### config.mk
export PLATFORM = sky130hd
export DESIGN_NAME = mixed_radix_word_to_glyphs
export DESIGN_NICKNAME = d
export VERILOG_FILES = /design/src/rtl/mrwg_pkg.sv /design/src/rtl/mixed_radix_word_to_glyphs.sv /design/src/rtl/mrwg_split.sv /design/src/rtl/mrwg_glyph.sv
export SDC_FILE = /design/constraint.sdc
export NUM_CORES = 1
export LEC_CHECK = 0
export ABC_AREA = 1
export ABC_CLOCK_PERIOD_IN_PS = 4700
export BUFFER_PORTS_ARGS = -buffer_cell sky130_fd_sc_hd__buf_2
export CORE_UTILIZATION = 50
export CTS_BUF_LIST = sky130_fd_sc_hd__clkbuf_8
export CTS_CLUSTER_DIAMETER = 150
export DETAILED_ROUTE_END_ITERATION = 8
export PLACE_DENSITY_LB_ADDON = 0.15
export SYNTH_ARGS = -nofsm -noshare
export SYNTH_HDL_FRONTEND = slang
export SYNTH_SLANG_ARGS = --single-unit
export TNS_END_PERCENT = 10
### constraint.sdc
create_clock -name clk -period 4.7 [get_ports clk]
set_clock_uncertainty 0.1 [all_clocks]
set_input_delay 0.235 -clock clk [delete_from_list [all_inputs] [get_ports clk]]
set_output_delay 0.235 -clock clk [all_outputs]
set_load 0.005 [all_outputs]
### src/rtl/mrwg_pkg.sv
package mrwg_pkg;

  localparam int unsigned WORD_W  = 16;
  localparam int unsigned VALUE_W = 15;
  localparam int unsigned GLYPH_W = 10;
  localparam int unsigned DIGIT_W = 4;
  localparam int unsigned REM1_W  = 12;
  localparam int unsigned REM2_W  = 8;

  localparam int unsigned RADIX_R = 2250;
  localparam int unsigned RADIX_C = 150;
  localparam int unsigned RADIX_N = 10;
  localparam int unsigned MAX_DIGIT = 14;

  typedef struct packed {
    logic [WORD_W-1:0] word;
    logic              last;
  } word_beat_t;

  typedef struct packed {
    logic [GLYPH_W-1:0] glyph0;
    logic [GLYPH_W-1:0] glyph1;
    logic [GLYPH_W-1:0] glyph2;
    logic [GLYPH_W-1:0] glyph3;
    logic               last_out;
  } glyph_beat_t;

  typedef struct packed {
    logic               sign;
    logic               last;
    logic [DIGIT_W-1:0] r;
    logic [DIGIT_W-1:0] c;
    logic [DIGIT_W-1:0] n;
    logic [DIGIT_W-1:0] b;
  } digits_t;

  // Quotient of x by a constant divisor d, for quotients up to fourteen.
  // All compares are independent and reduce to constant comparisons.
  function automatic logic [DIGIT_W-1:0] small_quot(input logic [VALUE_W-1:0] x,
                                                    input logic [REM1_W-1:0]  d);
    logic [DIGIT_W-1:0] q;
    q = '0;
    for (int unsigned k = 1; k <= MAX_DIGIT; k++) begin
      if (x >= VALUE_W'(VALUE_W'(d) * VALUE_W'(k))) begin
        q = DIGIT_W'(k);
      end
    end
    return q;
  endfunction

  function automatic logic [GLYPH_W-1:0] glyph_r(input logic [DIGIT_W-1:0] d);
    logic [GLYPH_W-1:0] g;
    case (d)
      4'd0:    g = 10'h072;
      4'd1:    g = 10'h052;
      4'd2:    g = 10'h154;
      4'd3:    g = 10'h155;
      4'd4:    g = 10'h156;
      4'd5:    g = 10'h157;
      4'd6:    g = 10'h158;
      4'd7:    g = 10'h159;
      4'd8:    g = 10'h1A6;
      4'd9:    g = 10'h210;
      4'd10:   g = 10'h211;
      4'd11:   g = 10'h212;
      4'd12:   g = 10'h213;
      4'd13:   g = 10'h24C;
      default: g = 10'h24D;
    endcase
    return g;
  endfunction

  function automatic logic [GLYPH_W-1:0] glyph_c(input logic [DIGIT_W-1:0] d);
    logic [GLYPH_W-1:0] g;
    case (d)
      4'd0:    g = 10'h063;
      4'd1:    g = 10'h043;
      4'd2:    g = 10'h106;
      4'd3:    g = 10'h107;
      4'd4:    g = 10'h108;
      4'd5:    g = 10'h109;
      4'd6:    g = 10'h10A;
      4'd7:    g = 10'h10B;
      4'd8:    g = 10'h10C;
      4'd9:    g = 10'h10D;
      4'd10:   g = 10'h187;
      4'd11:   g = 10'h188;
      4'd12:   g = 10'h0C7;
      4'd13:   g = 10'h23B;
      default: g = 10'h23C;
    endcase
    return g;
  endfunction

  function automatic logic [GLYPH_W-1:0] glyph_n(input logic [DIGIT_W-1:0] d);
    logic [GLYPH_W-1:0] g;
    case (d)
      4'd0:    g = 10'h06E;
      4'd1:    g = 10'h04E;
      4'd2:    g = 10'h143;
      4'd3:    g = 10'h144;
      4'd4:    g = 10'h145;
      4'd5:    g = 10'h146;
      4'd6:    g = 10'h147;
      4'd7:    g = 10'h148;
      4'd8:    g = 10'h19D;
      4'd9:    g = 10'h19E;
      4'd10:   g = 10'h0D1;
      4'd11:   g = 10'h1F8;
      4'd12:   g = 10'h1F9;
      4'd13:   g = 10'h220;
      default: g = 10'h235;
    endcase
    return g;
  endfunction

  function automatic logic [GLYPH_W-1:0] glyph_b(input logic [DIGIT_W-1:0] d);
    logic [GLYPH_W-1:0] g;
    case (d)
      4'd0:    g = 10'h062;
      4'd1:    g = 10'h042;
      4'd2:    g = 10'h180;
      4'd3:    g = 10'h181;
      4'd4:    g = 10'h183;
      4'd5:    g = 10'h184;
      4'd6:    g = 10'h185;
      4'd7:    g = 10'h0DF;
      4'd8:    g = 10'h0DE;
      default: g = 10'h0FE;
    endcase
    return g;
  endfunction

endpackage

### src/rtl/mixed_radix_word_to_glyphs.sv
// Channel   Handshake                  Beat
// item      item_valid / item_ready    word_beat_t: word, last
// glyphs    glyph_valid / glyph_ready  glyph_beat_t: glyph0..glyph3, last_out
//
// Four register stages: three digit stages and one glyph register.
// A word passes the three digit stages and then the glyph register, and a new word
// is accepted every cycle while the output side keeps taking beats.
// Reset clears only the stage valid bits; data registers hold whatever they had.
// A stall at the output fills the empty stages first, then holds item_ready low.
module mixed_radix_word_to_glyphs (
  input  logic                  clk,
  input  logic                  rst,
  input  logic                  item_valid,
  output logic                  item_ready,
  input  mrwg_pkg::word_beat_t  item,
  output logic                  glyph_valid,
  input  logic                  glyph_ready,
  output mrwg_pkg::glyph_beat_t glyphs
);
  import mrwg_pkg::*;

  logic    digits_valid;
  logic    digits_ready;
  digits_t digits;

  mrwg_split u_split (
    .clk          (clk),
    .rst          (rst),
    .item_valid   (item_valid),
    .item_ready   (item_ready),
    .item         (item),
    .digits_valid (digits_valid),
    .digits_ready (digits_ready),
    .digits       (digits)
  );

  mrwg_glyph u_glyph (
    .clk          (clk),
    .rst          (rst),
    .digits_valid (digits_valid),
    .digits_ready (digits_ready),
    .digits       (digits),
    .glyph_valid  (glyph_valid),
    .glyph_ready  (glyph_ready),
    .glyphs       (glyphs)
  );

endmodule

### src/rtl/mrwg_split.sv
module mrwg_split (
  input  logic                clk,
  input  logic                rst,
  input  logic                item_valid,
  output logic                item_ready,
  input  mrwg_pkg::word_beat_t item,
  output logic                digits_valid,
  input  logic                digits_ready,
  output mrwg_pkg::digits_t   digits
);
  import mrwg_pkg::*;

  logic                v1;
  logic                v2;
  logic                v3;
  logic                adv1;
  logic                adv2;
  logic                adv3;

  logic                s1_sign;
  logic                s1_last;
  logic [DIGIT_W-1:0]  s1_r;
  logic [REM1_W-1:0]   s1_rem;

  logic                s2_sign;
  logic                s2_last;
  logic [DIGIT_W-1:0]  s2_r;
  logic [DIGIT_W-1:0]  s2_c;
  logic [REM2_W-1:0]   s2_rem;

  digits_t             s3;

  logic [VALUE_W-1:0]  value;
  logic [DIGIT_W-1:0]  r_next;
  logic [REM1_W-1:0]   rem1_next;
  logic [DIGIT_W-1:0]  c_next;
  logic [REM2_W-1:0]   rem2_next;
  logic [DIGIT_W-1:0]  n_next;
  logic [DIGIT_W-1:0]  b_next;

  assign adv3       = !v3 || digits_ready;
  assign adv2       = !v2 || adv3;
  assign adv1       = !v1 || adv2;
  assign item_ready = adv1;

  assign value     = item.word[VALUE_W-1:0];
  assign r_next    = small_quot(value, REM1_W'(RADIX_R));
  assign rem1_next = REM1_W'(value - VALUE_W'(VALUE_W'(r_next) * VALUE_W'(RADIX_R)));

  assign c_next    = small_quot(VALUE_W'(s1_rem), REM1_W'(RADIX_C));
  assign rem2_next = REM2_W'(s1_rem - REM1_W'(REM1_W'(c_next) * REM1_W'(RADIX_C)));

  assign n_next    = small_quot(VALUE_W'(s2_rem), REM1_W'(RADIX_N));
  assign b_next    = DIGIT_W'(s2_rem - REM2_W'(REM2_W'(n_next) * REM2_W'(RADIX_N)));

  always_ff @(posedge clk) begin
    if (rst) begin
      v1 <= 1'b0;
      v2 <= 1'b0;
      v3 <= 1'b0;
    end else begin
      if (adv1) begin
        v1 <= item_valid;
      end
      if (adv2) begin
        v2 <= v1;
      end
      if (adv3) begin
        v3 <= v2;
      end
    end
  end

  always_ff @(posedge clk) begin
    if (adv1 && item_valid) begin
      s1_sign <= item.word[WORD_W-1];
      s1_last <= item.last;
      s1_r    <= r_next;
      s1_rem  <= rem1_next;
    end
    if (adv2 && v1) begin
      s2_sign <= s1_sign;
      s2_last <= s1_last;
      s2_r    <= s1_r;
      s2_c    <= c_next;
      s2_rem  <= rem2_next;
    end
    if (adv3 && v2) begin
      s3.sign <= s2_sign;
      s3.last <= s2_last;
      s3.r    <= s2_r;
      s3.c    <= s2_c;
      s3.n    <= n_next;
      s3.b    <= b_next;
    end
  end

  assign digits_valid = v3;
  assign digits       = s3;

  a_rem1_range: assert property (@(posedge clk) disable iff (rst)
    v1 |-> (s1_rem < REM1_W'(RADIX_R) && s1_r <= DIGIT_W'(MAX_DIGIT)))
    else $error("First remainder out of range.");

  a_rem2_range: assert property (@(posedge clk) disable iff (rst)
    v2 |-> (s2_rem < REM2_W'(RADIX_C) && s2_c <= DIGIT_W'(MAX_DIGIT)))
    else $error("Second remainder out of range.");

  a_last_digit: assert property (@(posedge clk) disable iff (rst)
    v3 |-> (s3.b < DIGIT_W'(RADIX_N) && s3.n <= DIGIT_W'(MAX_DIGIT)))
    else $error("Low digits out of range.");

  a_stall_hold: assert property (@(posedge clk) disable iff (rst)
    (v3 && !digits_ready) |=> (v3 && $stable(s3)))
    else $error("Stalled digit beat changed.");

endmodule

### src/rtl/mrwg_glyph.sv
module mrwg_glyph (
  input  logic                 clk,
  input  logic                 rst,
  input  logic                 digits_valid,
  output logic                 digits_ready,
  input  mrwg_pkg::digits_t    digits,
  output logic                 glyph_valid,
  input  logic                 glyph_ready,
  output mrwg_pkg::glyph_beat_t glyphs
);
  import mrwg_pkg::*;

  logic               out_valid;
  logic               adv;
  glyph_beat_t        out_beat;
  glyph_beat_t        beat_next;
  logic [GLYPH_W-1:0] gr;
  logic [GLYPH_W-1:0] gc;
  logic [GLYPH_W-1:0] gn;
  logic [GLYPH_W-1:0] gb;

  assign adv          = !out_valid || glyph_ready;
  assign digits_ready = adv;

  assign gr = glyph_r(digits.r);
  assign gc = glyph_c(digits.c);
  assign gn = glyph_n(digits.n);
  assign gb = glyph_b(digits.b);

  always_comb begin
    beat_next.last_out = digits.last;
    if (digits.sign) begin
      beat_next.glyph0 = gn;
      beat_next.glyph1 = gb;
      beat_next.glyph2 = gr;
      beat_next.glyph3 = gc;
    end else begin
      beat_next.glyph0 = gr;
      beat_next.glyph1 = gc;
      beat_next.glyph2 = gn;
      beat_next.glyph3 = gb;
    end
  end

  always_ff @(posedge clk) begin
    if (rst) begin
      out_valid <= 1'b0;
    end else if (adv) begin
      out_valid <= digits_valid;
    end
  end

  always_ff @(posedge clk) begin
    if (adv && digits_valid) begin
      out_beat <= beat_next;
    end
  end

  assign glyph_valid = out_valid;
  assign glyphs      = out_beat;

endmodule
* Yosys cells after proc, flatten, opt, wreduce, memory -nomap -nowiden
Memory sizes are Yosys's and may differ from the RTL's. A register that Yosys moved wholly into a read port is not among the register bits.
Index checks and enable logic that the tools add are counted.
** Cells by class
- Add/sub/neg operators :: 3
- Multipliers :: 3
- $lt $le $gt $ge :: 42
- Mux-type cells :: 47
- Reduce and logical (&&, ||, !) cells :: 12
** Operator list (count)
- 15-bit >= comparator (second input constant) :: 7
- 4-bit two-way mux :: 25
- 12-bit by 11-bit >= comparator with 1-bit output (second input constant) :: 7
- 15-bit by 14-bit >= comparator with 1-bit output (second input constant) :: 4
- 8-bit by 7-bit >= comparator with 1-bit output (second input constant) :: 6
- 40-bit two-way mux :: 1
- 12-bit by 10-bit >= comparator with 1-bit output (second input constant) :: 3
- 3-bit two-way mux :: 12
- 15-bit by 13-bit >= comparator with 1-bit output (second input constant) :: 2
- 12-bit by 9-bit >= comparator with 1-bit output (second input constant) :: 2
- 8-bit by 6-bit >= comparator with 1-bit output (second input constant) :: 3
- 8-bit by 5-bit >= comparator with 1-bit output (second input constant) :: 2
- 8-bit >= comparator (second input constant) :: 2
- 15-bit by 12-bit >= comparator with 1-bit output (second input constant) :: 1
- 12-bit >= comparator (second input constant) :: 1
- 12-bit by 8-bit >= comparator with 1-bit output (second input constant) :: 1
- 2-bit two-way mux :: 6
- 12-bit subtractor :: 1
- 4-bit by 11-bit multiplier with 11-bit output (second input constant) :: 1
- 8-bit by 4-bit >= comparator with 1-bit output (second input constant) :: 1
- 8-bit subtractor :: 1
- 4-bit by 7-bit multiplier with 7-bit output (second input constant) :: 1
- 1-bit logical AND :: 4
- 1-bit zero test :: 4
- other kinds (4) :: 9
** Storage, ports and cells
- Bits in registers :: 99
- Memory bits (read-only) :: 624
- Input port bits :: 21
- Output and inout port bits :: 43
- Word-level logic and storage cells :: 135
- Memories :: 4
** Memories
- (name not given) :: depth 16, width 10, rd ports 1, clocked after memory_dff 1, wr ports 0, RTL line mrwg_pkg.sv:97 : case (d)
- (name not given) :: depth 16, width 10, rd ports 1, clocked after memory_dff 1, wr ports 0, RTL line mrwg_pkg.sv:75 : case (d)
- (name not given) :: depth 16, width 10, rd ports 1, clocked after memory_dff 1, wr ports 0, RTL line mrwg_pkg.sv:53 : case (d)
- (name not given) :: depth 16, width 9, rd ports 1, clocked after memory_dff 1, wr ports 0, RTL line mrwg_pkg.sv:119 : case (d)

* Logic depth before layout (Yosys ltp)
- Depth after elaboration :: 18
- Gate-level depth with buffers :: 39
- Depth with buffers taken out :: 39

* By module
A second synthesis with hierarchy kept.
** Unflattened totals
- Cells, all modules :: 832
- Area total of the unflattened synthesis :: 7019.2 um2
** By module, submodules not included
- mrwg_split :: times used 1, cells each 529, area an instance 4385.5 um2, seq. area each 1681.6 um2
- mrwg_glyph :: times used 1, cells each 303, area an instance 2633.8 um2, seq. area each 1251.2 um2

* Worst setup path before layout
OpenSTA, ideal clock, no wires.
- Path kind :: input port to flip-flop
- Start point :: input item[14] (netlist name)
- End point :: register u_split.s1_rem[11] (data pin)
- Library setup time :: 249 ps
- Arrival :: 3814 ps
- Data required time :: 4351 ps
- Setup slack :: 537 ps
- Cell stages on the path :: 37
- Buffers on the path :: 1
- Cells stage by stage :: buf_2 nor2_4 inv_1 nor3_1 a21oi_1 nand2_1 nand3_1 nand2_1 nand2_1 nand2_1 nand2_1 nand2_1 nand2_1 nand2_1 nand2_1 nand2_1 nand2_1 nand2_1 inv_1 ha_1 ha_1 xnor2_1 ha_1 nand2_1 inv_1 nand4_1 and3_1 nor2_1 nor2_1 o21bai_1 nand2_1 nand2_1 a21oi_1 xor2_1 nand3b_1 nand2_1 inv_1
** Between the ends
- Word-level cells in the longest chain between the ends :: 17
- Elaborated cells between the ends (all ways) :: 30
- Classes of those cells :: add/sub: 1; mul: 1; order compare: 14; mux: 14
** Ends and longest elaborated chain
- start, declared :: RTL line mixed_radix_word_to_glyphs.sv:15 : input mrwg_pkg::word_beat_t item,
- 15-bit by 12-bit >= comparator with 1-bit output :: RTL line mrwg_pkg.sv:44 : if (x >= VALUE_W'(VALUE_W'(d) * VALUE_W'(k))) begin
- 1-bit two-way mux :: RTL line mrwg_pkg.sv:44
- 2-bit two-way mux (2 in a row) :: RTL line mrwg_pkg.sv:44
- 3-bit two-way mux (4 in a row) :: RTL line mrwg_pkg.sv:44
- 4-bit two-way mux (6 in a row) :: RTL line mrwg_pkg.sv:44
- 4-bit two-way mux (*) :: RTL line mrwg_pkg.sv:44
- named net u_split.r_next[0] :: RTL line mrwg_split.sv:34 : logic [DIGIT_W-1:0] r_next;
- 4-bit by 11-bit multiplier with 11-bit output (*) :: RTL line mrwg_split.sv:48 : assign rem1_next = REM1_W'(value - VALUE_W'(VALUE_W'(r_next) * VALUE_W'(RADIX_R)));
- 12-bit subtractor (*) :: RTL line mrwg_split.sv:48
- named net u_split.rem1_next[11] :: RTL line mrwg_split.sv:35 : logic [REM1_W-1:0] rem1_next;
- end signal, assigned :: RTL line mrwg_split.sv:79 : s1_rem <= rem1_next;
- end, declared :: RTL line mrwg_split.sv:23 : logic [REM1_W-1:0] s1_rem;
The timed path passes the listed nets; every way through them passes the cells marked *.
A chain may end at the register's enable or synchronous reset.

* Worst setup path in the final report
- Start point :: register u_split.s1_rem[6]
- End point :: register u_split.s2_rem[7] (data pin)
** Between the ends
- Word-level cells in the longest chain between the ends :: 17
- Elaborated cells between the ends (all ways) :: 30
- Classes of those cells :: add/sub: 1; mul: 1; order compare: 14; mux: 14
** Ends and longest elaborated chain
- 12-bit by 8-bit >= comparator with 1-bit output :: RTL line mrwg_pkg.sv:44
- 1-bit two-way mux :: RTL line mrwg_pkg.sv:44
- 2-bit two-way mux (2 in a row) :: RTL line mrwg_pkg.sv:44
- 3-bit two-way mux (4 in a row) :: RTL line mrwg_pkg.sv:44
- 4-bit two-way mux (6 in a row) :: RTL line mrwg_pkg.sv:44
- 4-bit two-way mux (*) :: RTL line mrwg_pkg.sv:44
- named net u_split.c_next[0] :: RTL line mrwg_split.sv:36 : logic [DIGIT_W-1:0] c_next;
- 4-bit by 7-bit multiplier with 7-bit output (*) :: RTL line mrwg_split.sv:51 : assign rem2_next = REM2_W'(s1_rem - REM1_W'(REM1_W'(c_next) * REM1_W'(RADIX_C)));
- 8-bit subtractor (*) :: RTL line mrwg_split.sv:51
- named net u_split.rem2_next[7] :: RTL line mrwg_split.sv:37 : logic [REM2_W-1:0] rem2_next;
- end signal, assigned :: RTL line mrwg_split.sv:86 : s2_rem <= rem2_next;
- end, declared :: RTL line mrwg_split.sv:29 : logic [REM2_W-1:0] s2_rem;
Marked as above.

==> flow_metrics.tcl <==
set metrics [dict create \
    io_pins 64 \
    p_total_mw 5.17 \
    critPathKind "flop to flop" \
    final_cells 1228 \
    seq_area_sq_um 3670 \
    fin_tns_setup_ns 0 \
    power_per_cell_area_nw_per_um2 570 \
    cpPeakStageDelay_ns 0.54 \
    peakVddDrop_v 0.000433 \
    wl_per_cell_um 12.4 \
    drt_iter0_markers 300 \
    ant_nets 0 \
    hold_path.class "input pin to flop" \
    period_share_pct 92.2 \
    finalHoldViolations 0 \
    max-slew-margin-rel_pct 32.1 \
    area_growth_pct 13.7 \
    yosysWarnings 0 \
    dp.cells 1191 \
    start_util_pct 51.9 \
    die_h_um 128 \
    cp.buffers_inverters 2 \
    min_period_ns 4.33 \
    htreeDepth 4 \
    cp-start-kind "flop" \
    synth_common_cells "nand2_1, inv_1, edfxtp_1" \
    multi_input_area_sq_um 3710 \
    synth_area_leaders "edfxtp_1, ha_1, dfxtp_1" \
    syn-num-nets 1009 \
    yosysMostFrequentCell "nand2_1" \
    fp.dieW_um 128 \
    min_from "glyph_ready" \
    synth_edf_count 95 \
    synth_area_per_cell_sq_um 8.69 \
    leakage_nw 4.15 \
    first_pass_iters 5 \
    yosysTopAreaCell "edfxtp_1" \
    drc 0 \
    cp_common_cell "nand2_1" \
    final_nets 1095 \
    rr_worst_depth 28 \
    gp_congestion 0.864 \
    hpwlAfterDp_um 11900 \
    cts_sinks 136 \
    slew_viol_final 0 \
    num_rows 45 \
    critPathTopFamily "simple AND/OR/NAND/NOR gates" \
    maxCapViolations 0 \
    num_vias 6080 \
    reg2reg_slack_ns 0.37 \
    hold_end "u_glyph.glyph_valid" \
    io_buffers 63 \
    clockPowerShare_pct 18.1 \
    antenna_found_initial 0 \
    grt-ovfl-total 0 \
    finalSetupViolCount 0 \
    grt_max_degree 42 \
    p_sw_share_pct 40.9 \
    drt_wl_total_um 15200 \
    cts-root-buf "clkbuf_8" \
    cts-buffers-inserted 17 \
    nFillCells 1379 \
    yosys.area.top_type_share_pct 35.8 \
    cp.depth 28 \
    postLayoutCellArea_sq_um 9070 \
    max_freq_ghz 0.231 \
    status "finished clean" \
    antenna_cells 0 \
    internal_power_mw 3.05 \
    synthFlopType "edfxtp_1" \
    fp.dieArea_sq_um 16500 \
    ys_seq_elements 136 \
    pwr-share-comb_pct 47.7 \
    r2r-start "u_split.s1_rem[6]" \
    synth-seq-area-share_pct 46.1 \
    grt_pass1_wl_um 25600 \
    grt_pass1_vias 5640 \
    crit_fanout 6 \
    cpMaxStageDelayCell "edfxtp_1" \
    async_flop_share_pct 0 \
    clk_latency_ns 0.44 \
    drive_above_1_share_pct 16.7 \
    syn_inst 918 \
    cts_tree "yes" \
    dpl_cell_area_sq_um 8590 \
    track_usage_pct 19.8 \
    rsz0062_at_grt "false" \
    syn_area_sq_um 7970 \
    clkTransAtPathRegs_ns 0.09 \
    hold_depth 4 \
    r2r-end "u_split.s2_rem[7]" \
    arrival_ns 4.44 \
    yosys.cell_types.count 51 \
    end_kind "flop" \
    worst_pin_slew_ns 1.02 \
    seqPwrFrac_pct 34.1 \
    clockBufferDepth 2 \
    critPathRequiredTime_ns 4.80 \
    p_switching_mw 2.12 \
    vias_per_cell 4.95 \
    core_sq_um 15400 \
]
[per-layer routing]
metal  wire length, um  vias up  track usage, %
met5                 0        -               0
met4               233        0            6.44
met3               610       20            4.22
met2              7490      125            35.5
met1              6890     2699            23.3
li1                  -     3236               -
[worst max-delay path by stage]
stage | start | slack (ns) | endpoint
finish | u_split.s1_rem[6] | 0.37 | u_split.s2_rem[7]
global placement | item[6] | 0.04 | u_split.s1_rem[11]
global route | u_split.s1_rem[4] | 0.0006 | u_split.s2_rem[7]
CTS | u_split.s1_rem[11] | 0.31 | u_split.s2_rem[7]
detailed placement | item[6] | -0.06 | u_split.s1_rem[11]
floorplan | item[14] | 0.54 | u_split.s1_rem[11]
[cell type report]
| class | count | share of cell area, % |
|---|---|---|
| tap | 211 | 2.91 |
| clock inverter | 15 | 1.74 |
| multi-input combinational | 618 | 41.0 |
| timing repair buffer | 80 | 5.02 |
| inverter | 151 | 6.25 |
| sequential | 136 | 40.5 |
| clock buffer | 17 | 2.58 |
[layout by cell type, fill, tap and decap left out, drive strengths merged, types with 4 or more instances in the layout]
master	instances
nor4	4
xor2	15
or2	13
clkbuf	17
inv	158
nor2	55
xnor2	9
nand2	211
o211ai	7
nand4	8
dlygate4sd3	5
a21oi	40
nand3	53
buf	75
o21ai	90
ha	66
fa	4
clkinv	4
a31oi	10
edfxtp	95
dfxtp	41
nor3	12
[metrics by stage]
stage                     hold WS, ns  setup slack [ns]  util, %
final                          0.0302             0.369     59.0
after global routing           0.0690          0.000622     59.0
after CTS                     0.00141             0.312     58.7
after detailed placement        0.305           -0.0551     55.9
after global placement          0.300            0.0412     55.9
after floorplan                 0.204             0.537        -
[state kept, by name (all words and copies together), names as in the netlist, 4 cells and up]
name / cells
u_split.s2_rem: 8
u_split.s1_r: 4
u_split.s1_rem: 12
u_split.s2_r: 4
u_glyph.gr: 10
u_glyph.glyphs: 41
u_glyph.gn: 10
u_split.s2_c: 4
u_split.digits: 18
u_glyph.gb: 8
u_glyph.gc: 9
[cells by family (layout without fill, tap and decap cells)]
group                      Yosys count  after routing  share of synthesized area, %
AOI/OAI and AO/OA                  164            164                          11.8
xor gates and xnor gates            24             24                          2.64
adders and majority gates           70             70                          11.4
buffers and inverters              164            263                          7.89
DFF                                136            136                          46.1
and+or+nand+nor                    360            360                          20.3
[repair_timing]
| item | 4_1_cts | 5_1_grt |
|---|---|---|
| resized for setup | 0 | 9 |
| endpoints found under the setup margin | 0 | 2 |
| setup buffers | 0 | 0 |
| hold buffers | 5 | 0 |
| endpoints found under the hold margin | 7 | 0 |
[power groups by stage]
stage               registers (mW)  logic, mW  clock network [mW]
detailed placement            1.79       2.46                   0
floorplan                     1.74       1.99                   0
global route                  1.79       2.86                1.01
finish                        1.77       2.47               0.938
CTS                           1.76       2.47               0.961
global placement              1.79       2.43                   0
[worst register-to-register path, delay by kind of cell, from the launching register on]
kind	cells	cell delay (ns)
DFF	1	0.54
AOI/OAI and AO/OA	4	0.74
adders and majority gates	3	1.08
buffers and inverters	2	0.07
and+or+nand+nor	18	1.41
xor gates and xnor gates	1	0.16
Note: power is estimated with default switching activity, not from simulation.
